### src/hdl/lsmd_pkg.sv
// shared types and constants for the lidar sector minimum distance block
package lsmd_pkg;

	localparam int BYTE_W     = 8;
	localparam int POS_W      = 3;
	localparam int FRAME_LEN  = 5;
	localparam int ANGLE_W    = 9;
	localparam int DIST_W     = 14;
	localparam int SLOT_W     = 15;
	localparam int MIN_OUT_W  = 12;
	localparam int IDX_W      = 5;

	// slot reset value and per-sector depths
	localparam logic [SLOT_W-1:0] SLOT_RESET = 15'd32639;
	localparam logic [SLOT_W-1:0] MIN_INIT   = 15'h7FFF;
	localparam int SIDE_DEPTH = 20;
	localparam int WIDE_DEPTH = 21;
	localparam logic [IDX_W-1:0] SIDE_LAST_IDX = 5'(SIDE_DEPTH - 1);
	localparam logic [IDX_W-1:0] WIDE_LAST_IDX = 5'(WIDE_DEPTH - 1);

	// sector angle bounds in degrees
	localparam logic [ANGLE_W-1:0] LEFT_LO  = 9'd330;
	localparam logic [ANGLE_W-1:0] LEFT_HI  = 9'd349;
	localparam logic [ANGLE_W-1:0] RIGHT_LO = 9'd11;
	localparam logic [ANGLE_W-1:0] RIGHT_HI = 9'd30;
	localparam logic [ANGLE_W-1:0] REAR_LO  = 9'd170;
	localparam logic [ANGLE_W-1:0] REAR_HI  = 9'd190;
	localparam logic [ANGLE_W-1:0] FRONT_LO = 9'd350;
	localparam logic [ANGLE_W-1:0] FRONT_HI = 9'd359;
	localparam logic [ANGLE_W-1:0] FRONT_WRAP_HI = 9'd10;
	localparam logic [ANGLE_W-1:0] FRONT_WRAP_OFS = 9'd10;

	localparam logic [BYTE_W-1:0] THRESH_RESET = 8'd254;

	// reciprocal of ten: (x * 52429) >> 19 is exact for x below 2^18
	localparam int DIV10_SHIFT = 19;
	localparam int PROD_W = SLOT_W + 16;
	localparam logic [PROD_W-1:0] DIV10_MULT = 31'd52429;

	typedef enum logic [2:0] {
		ST_IDLE,
		ST_STORE,
		ST_SCAN,
		ST_DIV,
		ST_OUT
	} lsmd_state_t;

	typedef struct packed {
		logic take_byte;
		logic store;
		logic scan_start;
		logic scan_step;
		logic finish;
	} lsmd_cmd_t;

	typedef struct packed {
		logic frame_end;
		logic scan_last;
	} lsmd_status_t;

endpackage

### src/hdl/lsmd_ctrl.sv
// controller state machine: sequences byte intake, slot store, sector scan, divide and output
module lsmd_ctrl (
	input  logic                 clk,
	input  logic                 arst_n,
	input  logic                 in_valid,
	output logic                 in_stall,
	output logic                 out_valid,
	input  logic                 out_stall,
	input  lsmd_pkg::lsmd_status_t status,
	output lsmd_pkg::lsmd_cmd_t  cmd
);
	import lsmd_pkg::*;

	lsmd_state_t state_q, state_d;

	// state register
	always_ff @(posedge clk or negedge arst_n) begin
		if (!arst_n) begin
			state_q <= ST_IDLE;
		end else begin
			state_q <= state_d;
		end
	end

	// next state and commands
	always_comb begin
		state_d   = state_q;
		cmd       = '0;
		in_stall  = 1'b1;
		out_valid = 1'b0;
		case (state_q)
			ST_IDLE: begin
				in_stall = 1'b0;
				if (in_valid) begin
					cmd.take_byte = 1'b1;
					if (status.frame_end) begin
						state_d = ST_STORE;
					end
				end
			end
			ST_STORE: begin
				cmd.store      = 1'b1;
				cmd.scan_start = 1'b1;
				state_d        = ST_SCAN;
			end
			ST_SCAN: begin
				cmd.scan_step = 1'b1;
				if (status.scan_last) begin
					state_d = ST_DIV;
				end
			end
			ST_DIV: begin
				cmd.finish = 1'b1;
				state_d    = ST_OUT;
			end
			ST_OUT: begin
				out_valid = 1'b1;
				// leading bytes of the next frame may enter while the result waits
				in_stall = status.frame_end;
				if (in_valid && !status.frame_end) begin
					cmd.take_byte = 1'b1;
				end
				if (!out_stall) begin
					state_d = ST_IDLE;
				end
			end
			default: begin
				state_d = ST_IDLE;
			end
		endcase
	end

endmodule

### src/hdl/lsmd_dpath.sv
// datapath: frame assembly, sector slot registers, minimum scan and scaling
module lsmd_dpath (
	input  logic                               clk,
	input  logic                               arst_n,
	input  lsmd_pkg::lsmd_cmd_t                cmd,
	output lsmd_pkg::lsmd_status_t             status,
	input  logic [lsmd_pkg::BYTE_W-1:0]        rx_byte,
	input  logic                               cfg_wr_en,
	input  logic [lsmd_pkg::BYTE_W-1:0]        cfg_wr_data,
	output logic [lsmd_pkg::MIN_OUT_W-1:0]     front_min_div10,
	output logic [lsmd_pkg::MIN_OUT_W-1:0]     left_min_div10,
	output logic [lsmd_pkg::MIN_OUT_W-1:0]     right_min_div10,
	output logic [lsmd_pkg::MIN_OUT_W-1:0]     rear_min_div10,
	output logic                               near_front,
	output logic                               near_left,
	output logic                               near_right,
	output logic                               near_rear,
	output logic                               frame_check_ok,
	output logic                               sample_stored
);
	import lsmd_pkg::*;

	logic [BYTE_W-1:0]  frame_q [4];
	logic [POS_W-1:0]   pos_q;
	logic [BYTE_W-1:0]  thresh_q;
	logic               ok_q;
	logic               stored_q;
	logic [ANGLE_W-1:0] angle_q;
	logic [DIST_W-1:0]  dist_q;
	logic [IDX_W-1:0]   idx_q;

	logic [SLOT_W-1:0] left_q  [SIDE_DEPTH];
	logic [SLOT_W-1:0] right_q [SIDE_DEPTH];
	logic [SLOT_W-1:0] front_q [WIDE_DEPTH];
	logic [SLOT_W-1:0] rear_q  [WIDE_DEPTH];

	logic [SLOT_W-1:0] min_front_q, min_left_q, min_right_q, min_rear_q;

	logic               frame_end;
	logic               frame_ok;
	logic [ANGLE_W-1:0] angle_new;
	logic [DIST_W-1:0]  dist_new;

	logic               hit_left, hit_right, hit_rear, hit_front_hi, hit_front_lo;
	logic [ANGLE_W-1:0] ofs_left, ofs_right, ofs_rear, ofs_front_hi, ofs_front_lo;
	logic               dist_nz;
	logic [SLOT_W-1:0]  dist_slot;

	logic [PROD_W-1:0]  prod_front, prod_left, prod_right, prod_rear;

	assign frame_end = (pos_q == POS_W'(FRAME_LEN - 1));
	assign status.frame_end = frame_end;
	assign status.scan_last = (idx_q == WIDE_LAST_IDX);

	// frame check and field extraction on the closing byte
	assign frame_ok  = (frame_q[0][0] ^ frame_q[0][1]) & frame_q[1][0];
	assign angle_new = {frame_q[2], frame_q[1][7]};
	assign dist_new  = {rx_byte, frame_q[3][7:2]};

	// threshold register
	always_ff @(posedge clk or negedge arst_n) begin
		if (!arst_n) begin
			thresh_q <= THRESH_RESET;
		end else if (cfg_wr_en) begin
			thresh_q <= cfg_wr_data;
		end
	end

	// byte position counter
	always_ff @(posedge clk or negedge arst_n) begin
		if (!arst_n) begin
			pos_q <= '0;
		end else if (cmd.take_byte) begin
			pos_q <= frame_end ? '0 : pos_q + 1'b1;
		end
	end

	// frame byte buffer and captured frame fields
	always_ff @(posedge clk) begin
		if (cmd.take_byte) begin
			if (!frame_end) begin
				frame_q[pos_q[1:0]] <= rx_byte;
			end else begin
				ok_q    <= frame_ok;
				angle_q <= angle_new;
				dist_q  <= dist_new;
			end
		end
	end

	// sector decode of the captured angle
	always_comb begin
		hit_left     = angle_q inside {[LEFT_LO:LEFT_HI]};
		hit_right    = angle_q inside {[RIGHT_LO:RIGHT_HI]};
		hit_rear     = angle_q inside {[REAR_LO:REAR_HI]};
		hit_front_hi = angle_q inside {[FRONT_LO:FRONT_HI]};
		hit_front_lo = (angle_q <= FRONT_WRAP_HI);
		ofs_left     = angle_q - LEFT_LO;
		ofs_right    = angle_q - RIGHT_LO;
		ofs_rear     = angle_q - REAR_LO;
		ofs_front_hi = angle_q - FRONT_LO;
		ofs_front_lo = angle_q + FRONT_WRAP_OFS;
		dist_nz      = (dist_q != '0);
		dist_slot    = SLOT_W'(dist_q);
	end

	// sector slot registers
	always_ff @(posedge clk or negedge arst_n) begin
		if (!arst_n) begin
			for (int i = 0; i < SIDE_DEPTH; i++) begin
				left_q[i]  <= SLOT_RESET;
				right_q[i] <= SLOT_RESET;
			end
			for (int i = 0; i < WIDE_DEPTH; i++) begin
				front_q[i] <= SLOT_RESET;
				rear_q[i]  <= SLOT_RESET;
			end
			stored_q <= 1'b0;
		end else if (cmd.store) begin
			stored_q <= ok_q && dist_nz &&
				(hit_left | hit_right | hit_rear | hit_front_hi | hit_front_lo);
			if (ok_q && dist_nz) begin
				if (hit_left) begin
					left_q[ofs_left[IDX_W-1:0]] <= dist_slot;
				end else if (hit_right) begin
					right_q[ofs_right[IDX_W-1:0]] <= dist_slot;
				end else if (hit_rear) begin
					rear_q[ofs_rear[IDX_W-1:0]] <= dist_slot;
				end else if (hit_front_hi) begin
					front_q[ofs_front_hi[IDX_W-1:0]] <= dist_slot;
				end else if (hit_front_lo) begin
					front_q[ofs_front_lo[IDX_W-1:0]] <= dist_slot;
				end
			end
		end
	end

	// scan index and running minima, one slot of each sector per cycle, the side sectors stopping after their last slot
	always_ff @(posedge clk or negedge arst_n) begin
		if (!arst_n) begin
			idx_q <= '0;
		end else if (cmd.scan_start) begin
			idx_q <= '0;
		end else if (cmd.scan_step) begin
			idx_q <= idx_q + 1'b1;
		end
	end

	always_ff @(posedge clk) begin
		if (cmd.scan_start) begin
			min_front_q <= MIN_INIT;
			min_left_q  <= MIN_INIT;
			min_right_q <= MIN_INIT;
			min_rear_q  <= MIN_INIT;
		end else if (cmd.scan_step) begin
			if (front_q[idx_q] < min_front_q) begin
				min_front_q <= front_q[idx_q];
			end
			if (rear_q[idx_q] < min_rear_q) begin
				min_rear_q <= rear_q[idx_q];
			end
			if (idx_q <= SIDE_LAST_IDX) begin
				if (left_q[idx_q] < min_left_q) begin
					min_left_q <= left_q[idx_q];
				end
				if (right_q[idx_q] < min_right_q) begin
					min_right_q <= right_q[idx_q];
				end
			end
		end
	end

	// divide by ten through the reciprocal
	assign prod_front = PROD_W'(min_front_q) * DIV10_MULT;
	assign prod_left  = PROD_W'(min_left_q)  * DIV10_MULT;
	assign prod_right = PROD_W'(min_right_q) * DIV10_MULT;
	assign prod_rear  = PROD_W'(min_rear_q)  * DIV10_MULT;

	// result register
	always_ff @(posedge clk) begin
		if (cmd.finish) begin
			front_min_div10 <= prod_front[DIV10_SHIFT +: MIN_OUT_W];
			left_min_div10  <= prod_left[DIV10_SHIFT +: MIN_OUT_W];
			right_min_div10 <= prod_right[DIV10_SHIFT +: MIN_OUT_W];
			rear_min_div10  <= prod_rear[DIV10_SHIFT +: MIN_OUT_W];
			near_front      <= (min_front_q < SLOT_W'(thresh_q));
			near_left       <= (min_left_q  < SLOT_W'(thresh_q));
			near_right      <= (min_right_q < SLOT_W'(thresh_q));
			near_rear       <= (min_rear_q  < SLOT_W'(thresh_q));
			frame_check_ok  <= ok_q;
			sample_stored   <= stored_q;
		end
	end

endmodule

### src/hdl/lidar_sector_min_distance.sv
// top level of the lidar sector minimum distance block
//
// channel   direction  handshake                 payload
// in        input      in_valid / in_stall       rx_byte
// out       output     out_valid / out_stall     four sector minima / 10, near flags, status
// cfg       input      cfg_wr_en                 cfg_wr_data (near threshold)
//
// the first four bytes of a frame take one cycle each
// the fifth byte starts a slot store and then a scan of all four sectors in parallel;
// the minima are then divided by ten into the result register and out_valid rises
// while a result is stalled, the first four bytes of the next frame are still taken
// reset puts every slot at 32639, the threshold at 254 and the byte count at zero
module lidar_sector_min_distance (
	input  logic                           clk,
	input  logic                           arst_n,
	input  logic                           in_valid,
	output logic                           in_stall,
	input  logic [lsmd_pkg::BYTE_W-1:0]    rx_byte,
	output logic                           out_valid,
	input  logic                           out_stall,
	output logic [lsmd_pkg::MIN_OUT_W-1:0] front_min_div10,
	output logic [lsmd_pkg::MIN_OUT_W-1:0] left_min_div10,
	output logic [lsmd_pkg::MIN_OUT_W-1:0] right_min_div10,
	output logic [lsmd_pkg::MIN_OUT_W-1:0] rear_min_div10,
	output logic                           near_front,
	output logic                           near_left,
	output logic                           near_right,
	output logic                           near_rear,
	output logic                           frame_check_ok,
	output logic                           sample_stored,
	input  logic                           cfg_wr_en,
	input  logic [lsmd_pkg::BYTE_W-1:0]    cfg_wr_data
);
	import lsmd_pkg::*;

	lsmd_cmd_t    cmd;
	lsmd_status_t status;

	// controller
	lsmd_ctrl u_ctrl (
		.clk       (clk),
		.arst_n    (arst_n),
		.in_valid  (in_valid),
		.in_stall  (in_stall),
		.out_valid (out_valid),
		.out_stall (out_stall),
		.status    (status),
		.cmd       (cmd)
	);

	// datapath
	lsmd_dpath u_dpath (
		.clk             (clk),
		.arst_n          (arst_n),
		.cmd             (cmd),
		.status          (status),
		.rx_byte         (rx_byte),
		.cfg_wr_en       (cfg_wr_en),
		.cfg_wr_data     (cfg_wr_data),
		.front_min_div10 (front_min_div10),
		.left_min_div10  (left_min_div10),
		.right_min_div10 (right_min_div10),
		.rear_min_div10  (rear_min_div10),
		.near_front      (near_front),
		.near_left       (near_left),
		.near_right      (near_right),
		.near_rear       (near_rear),
		.frame_check_ok  (frame_check_ok),
		.sample_stored   (sample_stored)
	);

	// a stored sample only comes from a frame that passed its check
	a_stored_needs_ok: assert property (@(posedge clk) disable iff (!arst_n)
		out_valid |-> (!sample_stored || frame_check_ok))
		else $error("sample stored on a failed frame");

	// the front near flag bounds the scaled minimum by the largest threshold
	a_near_front_range: assert property (@(posedge clk) disable iff (!arst_n)
		(out_valid && near_front) |-> (front_min_div10 <= 12'd25))
		else $error("front near flag with large minimum");

	// input is held off in the cycle before a fresh result appears
	a_stall_before_result: assert property (@(posedge clk) disable iff (!arst_n)
		$rose(out_valid) |-> $past(in_stall))
		else $error("input taken while result was being computed");

endmodule
### config.mk
export PLATFORM = sky130hd
export DESIGN_NAME = lidar_sector_min_distance
export DESIGN_NICKNAME = d
export VERILOG_FILES = /design/src/hdl/lsmd_pkg.sv /design/src/hdl/lsmd_ctrl.sv /design/src/hdl/lsmd_dpath.sv /design/src/hdl/lidar_sector_min_distance.sv
export SDC_FILE = /design/constraint.sdc
export NUM_CORES = 2
export LEC_CHECK = 0
export BUFFER_PORTS_ARGS = -buffer_cell sky130_fd_sc_hd__buf_2
export CAP_MARGIN = 20
export CORE_MARGIN = 2
export CORE_UTILIZATION = 60
export DETAILED_ROUTE_END_ITERATION = 10
export PLACE_DENSITY_LB_ADDON = 0.2
export SETUP_SLACK_MARGIN = 0.2
export SYNTH_ARGS = -nofsm -noshare
export SYNTH_HDL_FRONTEND = slang
export SYNTH_SLANG_ARGS = --single-unit
### constraint.sdc
create_clock -name clk -period 6.85 [get_ports clk]
set_clock_uncertainty 0.05 [all_clocks]
set_input_delay 2.055 -clock clk [delete_from_list [all_inputs] [get_ports clk]]
set_output_delay 2.055 -clock clk [all_outputs]
set_load 0.05 [all_outputs]
==> impl_metrics.json <==
{
  "ant_nets": 0,
  "fin_crit_ns": 6.29,
  "yosys.area.top_type": "dfstp_2",
  "clk_path_buf_depth": 3,
  "syn-cell-area_sq_um": 79000,
  "critPathBufInv": 5,
  "routed_wl_um": 178000,
  "synthMostInstantiatedCell": "mux2_2",
  "synth_top_family_by_area": "multiplexers",
  "die_x_um": 367,
  "cp-startpoint": "u_dpath.min_right_q[13]$_SDFFE_PN1P_",
  "drt_pre_antenna_iters": 5,
  "finalMaxSlewViolations": 0,
  "drc": 0,
  "cts_setup_buffers": 0,
  "std_cell_rows": 133,
  "synth_edf_count": 96,
  "switchingPower_mw": 9.77,
  "setup_tns_ns": 0,
  "endpoint_kind": "flip-flop",
  "netlist_top_cells_count": "mux2_2, dfstp_2, ha_1",
  "grt_pass1_wl_um": 281000,
  "p_sw_share_pct": 35.6,
  "grt_max_degree": 168,
  "cp_common_cell": "inv_1",
  "hp-class": "reg -> reg",
  "place_worst_setup_slack_ns": 0.433,
  "cts.sinks": 1406,
  "io_pins": 77,
  "min-delay-start": "u_dpath.frame_q[3][4]$_DFFE_PP_",
  "p_int_mw": 17.7,
  "htreeDepth": 4,
  "synth_compound_area_share_pct": 3.30,
  "whs_ns": 0.363,
  "power.share.combinational_pct": 37.0,
  "wl_per_cell_um": 24.0,
  "n_fill_cell": 9283,
  "clk_latency_ns": 0.78,
  "max_freq_mhz": 159,
  "worstPathArrival_ns": 6.80,
  "synthToLayoutAreaGrowth_pct": 8.99,
  "cp_top_family": "adder cells",
  "cts_tree": "yes",
  "vias": 44900,
  "cpMaxStageDelayCell": "fa_1",
  "gp_congestion": 0.900,
  "maxCapViolations": 0,
  "ys_async_sr_fraction_pct": 88.9,
  "fin_crit_sh_pct": 91.9,
  "leakagePower_nw": 38.9,
  "holdBufCountCts": 0,
  "clk_pin_slew_ns": 0.06,
  "cp.required_ns": 7.35,
  "drive_gt1_share_pct": 55.6,
  "path_class": "reg -> reg",
  "slowest_delay_ns": 0.57,
  "r2r-start": "u_dpath.min_right_q[13]$_SDFFE_PN1P_",
  "maxSlewHeadroom_pct": 21.0,
  "synth.ff_latch_count": 1406,
  "synthDistinctLibCells": 78,
  "die_h_um": 367,
  "status": "finished clean",
  "synthSimpleGateAreaFrac_pct": 3.69,
  "power_density_nw_per_um2": 319,
  "synth_area_leaders": "dfstp_2, mux2_2, mux4_2",
  "design_area_sq_um": 86100,
  "drtIter0Drc": 3155,
  "io_buffers": 76,
  "p_seq_share_pct": 33.3,
  "place_area_sq_um": 81100,
  "start_kind": "flip-flop",
  "synth-seq-area-share_pct": 46.6,
  "syn_inst": 5553,
  "netlist.area_leader.share_pct": 38.4,
  "grt_overflow_total": 0,
  "synthesis.nets": 6355,
  "initial_core_util_pct": 60.3,
  "core_area_sq_um": 131000,
  "root_buffer": "clkbuf_16",
  "synthFlopType": "dfstp_2",
  "yosysWarningCount": 0,
  "rsz0062_at_grt": "false",
  "grt_pass1_vias": 47700,
  "setup_violations": 0,
  "worstMarginPinSlew_ns": 1.18,
  "antenna_found_initial": 6,
  "synth-adder-area-share_pct": 14.5,
  "worstPathCellList": "inv_1 > ha_1 > ha_1 > a21o_1 > fa_1 > inv_1 > fa_1 > inv_1 > fa_1 > inv_1 > fa_1 > inv_1 > ha_1 > a21o_1 > a21oi_1 > a21boi_0 > o2111a_1 > a221oi_2 > a211oi_2 > or4_1 > o311ai_0",
  "hold_viol_final": 0,
  "ir_drop_v": 0.000264,
  "synth.area.mux_share_pct": 27.1,
  "hpwl_um": 118000,
  "syn_area_per_cell_sq_um": 14.2,
  "track_usage_pct": 27.0,
  "cts_made_buffers": 150,
  "routed_via_density": 6.06,
  "synth-xor-area-share_pct": 0.898,
  "nets": 6326,
  "cp_max_fo": 4,
  "power.share.clock_pct": 29.7,
  "die_area_sq_um": 135000,
  "layout_setup_ws_ns": 0.558
}
-- stage by stage --
stage	total power, mW	utilization (%)	std cells
final	27.4	65.7	7404
after global routing	29.3	65.7	7400
after CTS	27.7	65.7	7400
after detailed placement	19.4	61.9	7127
after global placement	19.2	61.9	7127
after floorplan	16.6	-	5553
-- flip-flops by register name, indices dropped and copies added, names as in the netlist, 12 cells and up --
register and cells:
u_dpath.dist_q 14, u_dpath.frame_q 18, u_dpath.front_min_div10 12, u_dpath.front_q 315, u_dpath.left_min_div10 12, u_dpath.left_q 300
u_dpath.min_front_q 15, u_dpath.min_left_q 15, u_dpath.min_rear_q 15, u_dpath.min_right_q 15, u_dpath.rear_min_div10 12, u_dpath.rear_q 315
u_dpath.right_min_div10 12, u_dpath.right_q 300
-- cell usage in the layout, fill, tap and decap left out, types with 21 or more instances in the layout --
cell	netlist	final
mux2_2	1169	1169
dfstp_2	1155	1155
ha_1	562	562
inv_1	444	444
mux4_2	360	360
fa_1	219	219
nand2_1	160	160
clkbuf_16	0	153
nor2_1	155	150
edfxtp_1	96	96
dfrtp_1	95	91
buf_2	65	75
a21oi_1	72	72
buf_4	11	66
a21o_1	60	60
and2_1	60	60
dfxtp_1	60	60
xnor2_1	54	54
o21ai_0	50	50
nor2b_1	49	49
clkbuf_1	252	42
clkbuf_8	0	33
o211ai_1	32	32
a22o_1	29	29
a221oi_1	30	28
xor2_1	27	27
nand3_1	26	26
nand4_1	21	21
-- repair_timing --
| item | 4_1_cts | 5_1_grt |
|---|---|---|
| resized for setup | 0 | 2 |
| endpoints found under the hold margin | 0 | 0 |
| setup endpoints to repair | 0 | 3 |
-- power groups by stage --
| stage | clock (mW) | combinational [mW] | sequential (mW) |
|---|---|---|---|
| 2_1_floorplan | 0 | 7.60 | 9.02 |
| 3_3_place_gp | 0 | 9.97 | 9.25 |
| 3_5_place_dp | 0 | 10.2 | 9.26 |
| 4_1_cts | 8.30 | 10.3 | 9.14 |
| 5_1_grt | 8.64 | 11.5 | 9.17 |
| 6_report | 8.15 | 10.1 | 9.14 |
-- metal layers --
layer / track usage (%) / share of wire, %
met5: 0 / 0.0051
met4: 5.84 / 1.8
met3: 4.81 / 5.0
met2: 43.7 / 48
met1: 38.3 / 45
-- final timing paths --
| check | endpoint | slack, ns | cells after the start |
|---|---|---|---|
| max | u_dpath.right_min_div10[10]$_DFFE_PP_ | 0.56 | 21 |
| max reg2reg | u_dpath.right_min_div10[10]$_DFFE_PP_ | 0.56 | 21 |
| max in group asynchronous | u_dpath.front_q[7]$_DFFE_PN0P_ | 4.00 | 2 |
| min | u_dpath.dist_q[2]$_DFFE_PP_ | 0.36 | 0 |
| min reg2reg | u_dpath.dist_q[2]$_DFFE_PP_ | 0.36 | 0 |
| min in group asynchronous | u_dpath.left_q[82]$_DFFE_PN0P_ | 1.40 | 1 |
-- logic make-up after synthesis --
kind of cell,Yosys count
multiplexers,1543
flip-flops,1406
buffers and inverters,786
adder cells (fa/ha/maj),781
AND/OR/NAND/NOR,588
AO/OA/AOI/OAI,368
XOR/XNOR,81
-- layout make-up --
type | instances | area (sq um) | area share, %
timing repair buffer | 160 | 1250 | 1.45
sequential | 1406 | 36800 | 42.8
tap | 1755 | 2200 | 2.55
clock inverter | 45 | 527 | 0.612
clock buffer | 228 | 4440 | 5.16
inverter | 445 | 1670 | 1.94
antenna | 4 | 10.0 | 0.0116
multi-input combinational | 3361 | 39100 | 45.5
Note: power is estimated with default switching activity, not from simulation.
